`src/hw/rtl/tpt_pkg.sv`:
```
// tpt_pkg: shared types, codes and default sizes for the page-table translator.
// No dependencies; imported by every module of the block.
package tpt_pkg;

  localparam int unsigned TPT_TLB_ENTRIES = 16;
  localparam int unsigned TPT_PAGE_COUNT  = 256;
  localparam int unsigned TPT_PAGE_BYTES  = 256;

  localparam int unsigned ADDR_W  = 16;
  localparam int unsigned FRAME_W = 8;
  localparam int unsigned NFF_W   = 9;
  localparam int unsigned CNT_W   = 32;
  localparam int unsigned SRC_W   = 2;

  typedef enum logic [SRC_W-1:0] {
    SRC_TLB   = 2'd0,
    SRC_PT    = 2'd1,
    SRC_FAULT = 2'd2
  } src_e;

  typedef enum logic [1:0] {
    ST_CLEAR,
    ST_IDLE,
    ST_LOOK
  } state_e;

  // one page-table word: mapping present and its frame
  typedef struct packed {
    logic               valid;
    logic [FRAME_W-1:0] frame;
  } pt_entry_t;

endpackage

```
`src/hw/rtl/tlb_page_table_translator.sv`:
```
// tlb_page_table_translator: address translation through a FIFO TLB and a page table.
// Depends on tpt_pkg, tpt_tlb_cell and tpt_page_table.
//
//  channel  | dir | tdata (low bit up)                               | tuser
//  ---------+-----+--------------------------------------------------+--------------
//  s_axis   | in  | virt_addr[15:0]                                  | -
//  m_axis   | out | phys_addr, frame_index, tlb_hit_count,           | source[1:0]
//           |     | fault_count, lookup_count, pad (128 bits total)  |
//
// In each transfer the accept cycle launches the page-table read, the next cycle
// resolves the TLB compare against the registered read word, and the output register
// is loaded once the output is free.
// After reset the page table is swept clear; s_axis_tready stays low until the sweep is done.
// The output register holds a result while m_axis stalls; one further input transfer
// is taken meanwhile and waits in the resolve cycle until the output frees up.
module tlb_page_table_translator
  import tpt_pkg::*;
#(
  parameter int unsigned TLB_ENTRIES = TPT_TLB_ENTRIES,
  parameter int unsigned PAGE_COUNT  = TPT_PAGE_COUNT,
  parameter int unsigned PAGE_BYTES  = TPT_PAGE_BYTES
) (
  input  logic         clk_i,
  input  logic         rst_ni,
  input  logic         s_axis_tvalid,
  output logic         s_axis_tready,
  input  logic [15:0]  s_axis_tdata,   // [15:0] virt_addr
  output logic         m_axis_tvalid,
  input  logic         m_axis_tready,
  // [15:0] phys_addr, [23:16] frame_index, [55:24] tlb_hit_count,
  // [87:56] fault_count, [119:88] lookup_count, [127:120] zero
  output logic [127:0] m_axis_tdata,
  output logic [1:0]   m_axis_tuser    // [1:0] source
);

  localparam int unsigned OW  = $clog2(PAGE_BYTES);
  localparam int unsigned PCW = $clog2(PAGE_COUNT);

  // ---------------------------------------------------------------- control
  state_e state_q, state_d;
  logic   pt_busy;
  logic   in_xfer;
  logic   out_free;
  logic   finish;

  assign in_xfer  = s_axis_tvalid && s_axis_tready;
  assign out_free = !m_axis_tvalid || m_axis_tready;

  always_comb begin
    state_d = state_q;
    unique case (state_q)
      ST_CLEAR: if (!pt_busy) state_d = ST_IDLE;
      ST_IDLE:  if (s_axis_tvalid) state_d = ST_LOOK;
      ST_LOOK:  if (out_free) state_d = ST_IDLE;
      default:  state_d = ST_CLEAR;
    endcase
  end

  always_comb begin
    s_axis_tready = 1'b0;
    finish        = 1'b0;
    unique case (state_q)
      ST_CLEAR: ;
      ST_IDLE:  s_axis_tready = 1'b1;
      ST_LOOK:  finish = out_free;
      default:  ;
    endcase
  end

  always_ff @(posedge clk_i or negedge rst_ni) begin
    if (!rst_ni) begin
      state_q <= ST_CLEAR;
    end else begin
      state_q <= state_d;
    end
  end

  // ---------------------------------------------------------------- address split
  logic [ADDR_W-1:0] in_page_full;
  logic [ADDR_W-1:0] addr_q;
  logic [ADDR_W-1:0] page_full;
  logic [PCW-1:0]    page;
  logic [ADDR_W-1:0] offset;

  assign in_page_full = s_axis_tdata >> OW;

  always_ff @(posedge clk_i) begin
    if (in_xfer) begin
      addr_q <= s_axis_tdata;
    end
  end

  assign page_full = addr_q >> OW;
  assign page      = page_full[PCW-1:0];  // page number modulo the table size
  assign offset    = addr_q & ADDR_W'(PAGE_BYTES - 1);

  // ---------------------------------------------------------------- page table
  pt_entry_t pt_rd;
  pt_entry_t pt_wr;
  logic      pt_wr_en;

  tpt_page_table #(
    .PAGE_COUNT (PAGE_COUNT)
  ) u_page_table (
    .clk_i     (clk_i),
    .rst_ni    (rst_ni),
    .rd_en_i   (in_xfer),
    .rd_addr_i (in_page_full[PCW-1:0]),
    .rd_data_o (pt_rd),
    .wr_en_i   (pt_wr_en),
    .wr_addr_i (page),
    .wr_data_i (pt_wr),
    .busy_o    (pt_busy)
  );

  // ---------------------------------------------------------------- TLB chain
  // New entries enter at cell 0 and age down the chain; the last cell drops off,
  // which is the oldest entry, matching FIFO replacement. A page enters only on a
  // TLB miss, so no two valid cells ever match the same page.
  logic                 tlb_shift;
  logic [FRAME_W-1:0]   ins_frame;
  logic                 chain_valid [TLB_ENTRIES+1];
  logic [PCW-1:0]       chain_page  [TLB_ENTRIES+1];
  logic [FRAME_W-1:0]   chain_frame [TLB_ENTRIES+1];
  logic [TLB_ENTRIES-1:0] cell_hit;
  logic [FRAME_W-1:0]   cell_frame  [TLB_ENTRIES];

  assign chain_valid[0] = 1'b1;
  assign chain_page[0]  = page;
  assign chain_frame[0] = ins_frame;

  for (genvar i = 0; i < TLB_ENTRIES; i++) begin : g_cell
    tpt_tlb_cell #(
      .PAGE_W (PCW)
    ) u_cell (
      .clk_i         (clk_i),
      .rst_ni        (rst_ni),
      .shift_i       (tlb_shift),
      .valid_i       (chain_valid[i]),
      .page_i        (chain_page[i]),
      .frame_i       (chain_frame[i]),
      .lookup_page_i (page),
      .valid_o       (chain_valid[i+1]),
      .page_o        (chain_page[i+1]),
      .frame_o       (chain_frame[i+1]),
      .hit_o         (cell_hit[i]),
      .hit_frame_o   (cell_frame[i])
    );
  end

  logic               tlb_hit;
  logic [FRAME_W-1:0] tlb_frame;

  always_comb begin
    tlb_frame = '0;
    for (int i = 0; i < TLB_ENTRIES; i++) begin
      tlb_frame = tlb_frame | cell_frame[i];
    end
  end
  assign tlb_hit = |cell_hit;

  // ---------------------------------------------------------------- resolve
  logic [NFF_W-1:0]   nff_q, nff_d;
  logic [CNT_W-1:0]   hit_cnt_q, hit_cnt_d;
  logic [CNT_W-1:0]   fault_cnt_q, fault_cnt_d;
  logic [CNT_W-1:0]   lookup_cnt_q, lookup_cnt_d;
  logic [FRAME_W-1:0] frame;
  src_e               src;
  logic [31:0]        phys_wide;

  function automatic logic [CNT_W-1:0] sat_inc(input logic [CNT_W-1:0] v);
    return (v == '1) ? v : v + CNT_W'(1);
  endfunction

  always_comb begin
    nff_d        = nff_q;
    hit_cnt_d    = hit_cnt_q;
    fault_cnt_d  = fault_cnt_q;
    lookup_cnt_d = sat_inc(lookup_cnt_q);
    pt_wr_en     = 1'b0;
    tlb_shift    = 1'b0;
    priority if (tlb_hit) begin
      src       = SRC_TLB;
      frame     = tlb_frame;
      hit_cnt_d = sat_inc(hit_cnt_q);
    end else if (pt_rd.valid) begin
      src       = SRC_PT;
      frame     = pt_rd.frame;
      tlb_shift = finish;
    end else begin
      // page fault: hand out the next frame, the counter wraps and frames get reused
      src         = SRC_FAULT;
      frame       = nff_q[FRAME_W-1:0];
      nff_d       = nff_q + NFF_W'(1);
      fault_cnt_d = sat_inc(fault_cnt_q);
      pt_wr_en    = finish;
      tlb_shift   = finish;
    end
  end

  assign ins_frame   = frame;
  assign pt_wr.valid = 1'b1;
  assign pt_wr.frame = frame;
  assign phys_wide   = (32'(frame) << OW) | 32'(offset);

  always_ff @(posedge clk_i or negedge rst_ni) begin
    if (!rst_ni) begin
      nff_q        <= '0;
      hit_cnt_q    <= '0;
      fault_cnt_q  <= '0;
      lookup_cnt_q <= '0;
    end else if (finish) begin
      nff_q        <= nff_d;
      hit_cnt_q    <= hit_cnt_d;
      fault_cnt_q  <= fault_cnt_d;
      lookup_cnt_q <= lookup_cnt_d;
    end
  end

  // ---------------------------------------------------------------- output register
  logic               m_valid_q, m_valid_d;
  logic [ADDR_W-1:0]  o_phys_q;
  logic [FRAME_W-1:0] o_frame_q;
  src_e               o_src_q;
  logic [CNT_W-1:0]   o_hit_q, o_fault_q, o_lookup_q;

  always_comb begin
    m_valid_d = m_valid_q;
    if (finish) begin
      m_valid_d = 1'b1;
    end else if (m_axis_tready) begin
      m_valid_d = 1'b0;
    end
  end

  always_ff @(posedge clk_i or negedge rst_ni) begin
    if (!rst_ni) begin
      m_valid_q <= 1'b0;
    end else begin
      m_valid_q <= m_valid_d;
    end
  end

  always_ff @(posedge clk_i) begin
    if (finish) begin
      o_phys_q   <= phys_wide[ADDR_W-1:0];
      o_frame_q  <= frame;
      o_src_q    <= src;
      o_hit_q    <= hit_cnt_d;
      o_fault_q  <= fault_cnt_d;
      o_lookup_q <= lookup_cnt_d;
    end
  end

  assign m_axis_tvalid = m_valid_q;
  assign m_axis_tdata  = {8'd0, o_lookup_q, o_fault_q, o_hit_q, o_frame_q, o_phys_q};
  assign m_axis_tuser  = o_src_q;

endmodule

```
`src/hw/rtl/tpt_tlb_cell.sv`:
```
// tpt_tlb_cell: one TLB entry of the shifting entry chain.
// Depends on tpt_pkg.
module tpt_tlb_cell
  import tpt_pkg::*;
#(
  parameter int unsigned PAGE_W = 8
) (
  input  logic               clk_i,
  input  logic               rst_ni,
  input  logic               shift_i,
  input  logic               valid_i,
  input  logic [PAGE_W-1:0]  page_i,
  input  logic [FRAME_W-1:0] frame_i,
  input  logic [PAGE_W-1:0]  lookup_page_i,
  output logic               valid_o,
  output logic [PAGE_W-1:0]  page_o,
  output logic [FRAME_W-1:0] frame_o,
  output logic               hit_o,
  output logic [FRAME_W-1:0] hit_frame_o
);

  logic               valid_q;
  logic [PAGE_W-1:0]  page_q;
  logic [FRAME_W-1:0] frame_q;

  always_ff @(posedge clk_i or negedge rst_ni) begin
    if (!rst_ni) begin
      valid_q <= 1'b0;
    end else if (shift_i) begin
      valid_q <= valid_i;
    end
  end

  always_ff @(posedge clk_i) begin
    if (shift_i) begin
      page_q  <= page_i;
      frame_q <= frame_i;
    end
  end

  assign valid_o     = valid_q;
  assign page_o      = page_q;
  assign frame_o     = frame_q;
  assign hit_o       = valid_q && (page_q == lookup_page_i);
  // masked so the chain can OR the frames together; at most one entry matches
  assign hit_frame_o = hit_o ? frame_q : '0;

endmodule

```
`src/hw/rtl/tpt_page_table.sv`:
```
// tpt_page_table: page-table memory with registered read and post-reset clear sweep.
// Depends on tpt_pkg.
module tpt_page_table
  import tpt_pkg::*;
#(
  parameter int unsigned PAGE_COUNT = TPT_PAGE_COUNT
) (
  input  logic                          clk_i,
  input  logic                          rst_ni,
  input  logic                          rd_en_i,
  input  logic [$clog2(PAGE_COUNT)-1:0] rd_addr_i,
  output pt_entry_t                     rd_data_o,
  input  logic                          wr_en_i,
  input  logic [$clog2(PAGE_COUNT)-1:0] wr_addr_i,
  input  pt_entry_t                     wr_data_i,
  output logic                          busy_o
);

  localparam int unsigned PCW = $clog2(PAGE_COUNT);

  pt_entry_t        mem [PAGE_COUNT];
  pt_entry_t        rd_q;
  logic             clr_q, clr_d;
  logic [PCW-1:0]   clr_addr_q, clr_addr_d;

  always_comb begin
    clr_d      = clr_q;
    clr_addr_d = clr_addr_q;
    if (clr_q) begin
      clr_addr_d = clr_addr_q + PCW'(1);
      if (clr_addr_q == PCW'(PAGE_COUNT - 1)) begin
        clr_d = 1'b0;
      end
    end
  end

  always_ff @(posedge clk_i or negedge rst_ni) begin
    if (!rst_ni) begin
      clr_q      <= 1'b1;
      clr_addr_q <= '0;
    end else begin
      clr_q      <= clr_d;
      clr_addr_q <= clr_addr_d;
    end
  end

  always_ff @(posedge clk_i) begin
    if (clr_q) begin
      mem[clr_addr_q] <= '0;
    end else if (wr_en_i) begin
      mem[wr_addr_i] <= wr_data_i;
    end
  end

  always_ff @(posedge clk_i) begin
    if (rd_en_i) begin
      rd_q <= mem[rd_addr_i];
    end
  end

  assign rd_data_o = rd_q;
  assign busy_o    = clr_q;

endmodule
```
`config.mk`:
```
export PLATFORM = sky130hd
export DESIGN_NAME = tlb_page_table_translator
export DESIGN_NICKNAME = d
export VERILOG_FILES = /design/src/hw/rtl/tpt_pkg.sv /design/src/hw/rtl/tlb_page_table_translator.sv /design/src/hw/rtl/tpt_tlb_cell.sv /design/src/hw/rtl/tpt_page_table.sv
export SDC_FILE = /design/constraint.sdc
export NUM_CORES = 2
export LEC_CHECK = 0
export ABC_AREA = 0
export CAP_MARGIN = 20
export CORE_MARGIN = 4
export CORE_UTILIZATION = 42
export DETAILED_ROUTE_END_ITERATION = 12
export DONT_BUFFER_PORTS = 1
export PLACE_DENSITY = 0.63
export SLEW_MARGIN = 10
export SYNTH_ARGS = -nofsm -noshare
export SYNTH_HDL_FRONTEND = slang
export SYNTH_SLANG_ARGS = --single-unit
```
`constraint.sdc`:
```
create_clock -name clk_i -period 15.6 [get_ports clk_i]
set_input_delay 0 -clock clk_i [delete_from_list [all_inputs] [get_ports clk_i]]
set_output_delay 0 -clock clk_i [all_outputs]
set_load 0.1 [all_outputs]
```
==> results.json <==
{
  "proportion_of_power_drawn_by_combinational_gates_pct": 6.5,
  "synthesis.instances": 5656,
  "clk_path_buf_depth": 4,
  "io-pin-count": 152,
  "cts.hold.buffers_added": 36,
  "setup.worst_path.class": "flop to flop",
  "power.switching_mw": 4.04,
  "max_slew_margin_vs_limit_pct": 9.83,
  "yosys.cell_types.count": 62,
  "crit_top_cell": "sky130_fd_sc_hd__buf_4",
  "yosys.cell_count.top_type": "sky130_fd_sc_hd__edfxtp_1",
  "worstSetupStartpointType": "flop",
  "initialDrtViolationCount": 7403,
  "antenna_found_initial": 14,
  "share_clk_of_total_power_pct": 39.6,
  "fillers": 21700,
  "drt_pass1_iterations": 6,
  "htree_levels": 5,
  "p_per_area_nw_per_um2": 133,
  "synth_async_sr_flop_share_pct": 4.66,
  "remaining_drc_errors": 0,
  "cp-end-kind": "flop",
  "outcome": "completed",
  "cts.sink_count": 2831,
  "fp.dieH_um": 525,
  "setup_viol": 0,
  "final_layout_size_suffix_gt1_share_pct": 22.0,
  "vias_per_cell": 6.08,
  "core-area_um2": 266000,
  "final.setup_skew_ns": 0.0775,
  "die_w_um": 525,
  "hold_slack_ns": 0.150,
  "via_count_of_the_first_global_routing_pass": 57200,
  "synth_edf_count": 2699,
  "grt_setup_unrepaired": "no",
  "totalWireLength_um": 281000,
  "ir_drop_uv": 112,
  "cts_post_setup_buffers_inserted": 0,
  "layoutNonFillerInstCount": 9556,
  "finalHoldViolations": 0,
  "die-area_um2": 276000,
  "core.rowCount": 189,
  "postSynthAreaPerCell_um2": 19.9,
  "ys_warn_count": 0,
  "yosys-top-cells-count": "sky130_fd_sc_hd__edfxtp_1, sky130_fd_sc_hd__mux4_2, sky130_fd_sc_hd__a22oi_1",
  "timing_worst_slew_pin_value_ns": 1.35,
  "synth_top_cell_by_area": "sky130_fd_sc_hd__edfxtp_1",
  "power.share.sequential_pct": 53.9,
  "starting_density_of_the_core_pct": 42.3,
  "post-place-cells": 8976,
  "sw_ratio_pct": 24.0,
  "post_cts_resize_count": 0,
  "power_leakage_nw": 38.4,
  "timing.final.crit_share_pct": 40.9,
  "detailroute.via_count": 58100,
  "cts_root_buffer": "sky130_fd_sc_hd__clkbuf_16",
  "netlist_area_um2": 112000,
  "grtUsageTotal_pct": 19.9,
  "post_drt_wl_per_cell_um": 29.4,
  "synth_top_area_share_pct": 72.1,
  "worst_ep_required_time_ns": 16.11,
  "cp_cell_sequence": "buf_4, xor2_1, nor4_1, and3_1, nor4_2, nand4_4, buf_4, nor2_4, buf_12, and2_4, buf_4, buf_4",
  "synth_flop_cell": "sky130_fd_sc_hd__edfxtp_1",
  "hold_path_class": "input pin to flop",
  "gr-total-overflow": 0,
  "finalCriticalPeriod_ns": 6.38,
  "synth_area_leaders": "sky130_fd_sc_hd__edfxtp_1, sky130_fd_sc_hd__mux4_2, sky130_fd_sc_hd__dfrtp_1",
  "numCtsBuffers": 292,
  "slew_violations": 0,
  "syn2layout_area_growth_pct": 12.6,
  "io_buffers": 0,
  "worst_path_max_delay_cell": "sky130_fd_sc_hd__and2_4",
  "synth.yosys.seq_area_share_pct": 75.0,
  "number_of_nets_still_failing_antenna_checks_after_routing": 0,
  "cts_tree": "done",
  "nets": 5830,
  "critPathMaxStageDelay_ns": 0.88,
  "critPathArrivalTime_ns": 6.89,
  "final.setup.tns_ns": 0,
  "cp_max_fo": 219,
  "gpl.final_weighted_congestion": 0.872,
  "final_hpwl_from_detailed_placement_um": 162000,
  "grt_pass1_wl_um": 409000,
  "grt_max_degree": 578,
  "ys_ff_latch": 2831,
  "cell_internal_pwr_mw": 12.8,
  "fmax_mhz": 157,
  "max_cap_viol_count": 0,
  "clk-insertion-delay-late_ns": 0.89,
  "clkTransAtPathRegs_ns": 0.06
}
per-layer routing:
| metal | global-route usage [%] | routed length [µm] | vias up |
|---|---|---|---|
| met5 | 0 | 28 | - |
| met4 | 6.32 | 9370 | 4 |
| met3 | 4.61 | 28400 | 528 |
| met2 | 30.3 | 129000 | 3078 |
| met1 | 28.6 | 114000 | 30700 |
| li1 | - | - | 23800 |
layout make-up:
class / count / area [µm²] / area share [%]
Clock inverter: 135 / 1170 / 0.922
Tap cell: 3533 / 4420 / 3.49
Multi-Input combinational cell: 2419 / 26300 / 20.8
Inverter: 9 / 36.3 / 0.0286
Timing Repair Buffer: 252 / 2490 / 1.96
Clock buffer: 373 / 7840 / 6.19
Sequential cell: 2831 / 84400 / 66.6
Antenna cell: 4 / 10.0 / 0.00790
power by group through the flow:
stage	combinational, mW	sequential [mW]	clock (mW)
floorplan	0.747	9.23	0
global placement	0.965	9.23	0
detailed placement	0.988	9.23	0
CTS	1.02	9.07	6.78
global route	1.18	9.09	7.11
finish	1.10	9.07	6.68
sequential cells by signal (all words and copies together) (netlist names), 16 cells and up:
signal	cells
o_fault_q	32
g_cell.u_cell.page_o	128
fault_cnt_q	32
addr_q	16
o_hit_q	32
o_phys_q	16
g_cell.u_cell.frame_o	128
g_cell.u_cell.valid_o	16
o_lookup_q	32
u_page_table.mem	2304
hit_cnt_q	32
lookup_cnt_q	32
metrics by stage:
step | utilization [%] | setup WS [ns] | total power [mW] | cell area (µm²)
final | 47.7 | 9.22 | 16.9 | 127000
after global routing | 47.6 | 8.67 | 17.4 | 127000
after CTS | 47.5 | 8.38 | 16.9 | 126000
after detailed placement | 43.9 | 8.44 | 10.2 | 117000
after global placement | 43.9 | 8.80 | 10.2 | 117000
after floorplan | - | 2.74 | 9.97 | 112000
layout by cell type, fill, tap and decap left out, types with 9 or more instances in the layout:
master	instances
sky130_fd_sc_hd__and2_1	15
sky130_fd_sc_hd__buf_4	182
sky130_fd_sc_hd__dfrtp_1	131
sky130_fd_sc_hd__clkbuf_1	66
sky130_fd_sc_hd__buf_12	9
sky130_fd_sc_hd__clkinv_2	51
sky130_fd_sc_hd__a22oi_2	56
sky130_fd_sc_hd__clkbuf_16	299
sky130_fd_sc_hd__clkinv_1	48
sky130_fd_sc_hd__and4_1	13
sky130_fd_sc_hd__nand3_1	96
sky130_fd_sc_hd__a22oi_1	424
sky130_fd_sc_hd__nor4b_1	10
sky130_fd_sc_hd__buf_16	19
sky130_fd_sc_hd__nor3_1	92
sky130_fd_sc_hd__dlygate4sd3_1	33
sky130_fd_sc_hd__or4_1	25
sky130_fd_sc_hd__a32o_1	9
sky130_fd_sc_hd__bufinv_16	15
sky130_fd_sc_hd__a22o_1	18
sky130_fd_sc_hd__o21ai_0	10
sky130_fd_sc_hd__xor2_1	188
sky130_fd_sc_hd__mux4_2	576
sky130_fd_sc_hd__and3_1	42
sky130_fd_sc_hd__mux2i_1	76
sky130_fd_sc_hd__mux2_2	24
sky130_fd_sc_hd__a221oi_1	62
sky130_fd_sc_hd__nor2_1	73
sky130_fd_sc_hd__nor4_1	53
sky130_fd_sc_hd__edfxtp_1	2699
sky130_fd_sc_hd__a32oi_1	9
sky130_fd_sc_hd__inv_6	9
sky130_fd_sc_hd__nand4_1	65
sky130_fd_sc_hd__and2_4	12
sky130_fd_sc_hd__nand2_1	138
sky130_fd_sc_hd__xnor2_1	139
sky130_fd_sc_hd__a211oi_1	9
sky130_fd_sc_hd__a21oi_1	83
sky130_fd_sc_hd__nand2b_1	18
logic make-up (layout without fill, tap and decap cells):
family | count (synthesis) | in the layout | synth area share (%)
AO/OA/AOI/OAI | 708 | 708 | 4.87
XOR/XNOR | 327 | 327 | 2.55
adder cells (fa/ha/maj) | 5 | 5 | 0.0556
buffers and inverters | 413 | 769 | 1.71
flip-flops | 2831 | 2831 | 75.0
multiplexers | 676 | 676 | 12.5
other | 1 | 12 | 0.00333
AND/OR/NAND/NOR | 695 | 695 | 3.37
worst max-delay path: cells and delay by family (launching register included):
family | cells | cell delay [ns]
buffers and inverters | 5 | 2.75
and+or+nand+nor | 6 | 2.31
DFF | 1 | 0.46
xor gates and xnor gates | 1 | 0.19
worst paths after layout:
kind / depth (start not counted) / startpoint / slack, ns / to
max: 12 / addr_q[14] / 9.22 / u_page_table.mem[184][7]
min: 5 / s_axis_tdata[11] / 0.15 / u_page_table.rd_data_o[6]
max reg2reg: 12 / addr_q[14] / 9.22 / u_page_table.mem[184][7]
min reg2reg: 0 / addr_q[6] / 0.42 / o_phys_q[6]
max in group asynchronous: 4 / rst_ni / 14.15 / lookup_cnt_q[26]
min in group asynchronous: 3 / rst_ni / 0.50 / u_page_table.busy_o
No activity file was read; power rests on OpenSTA's default activity.
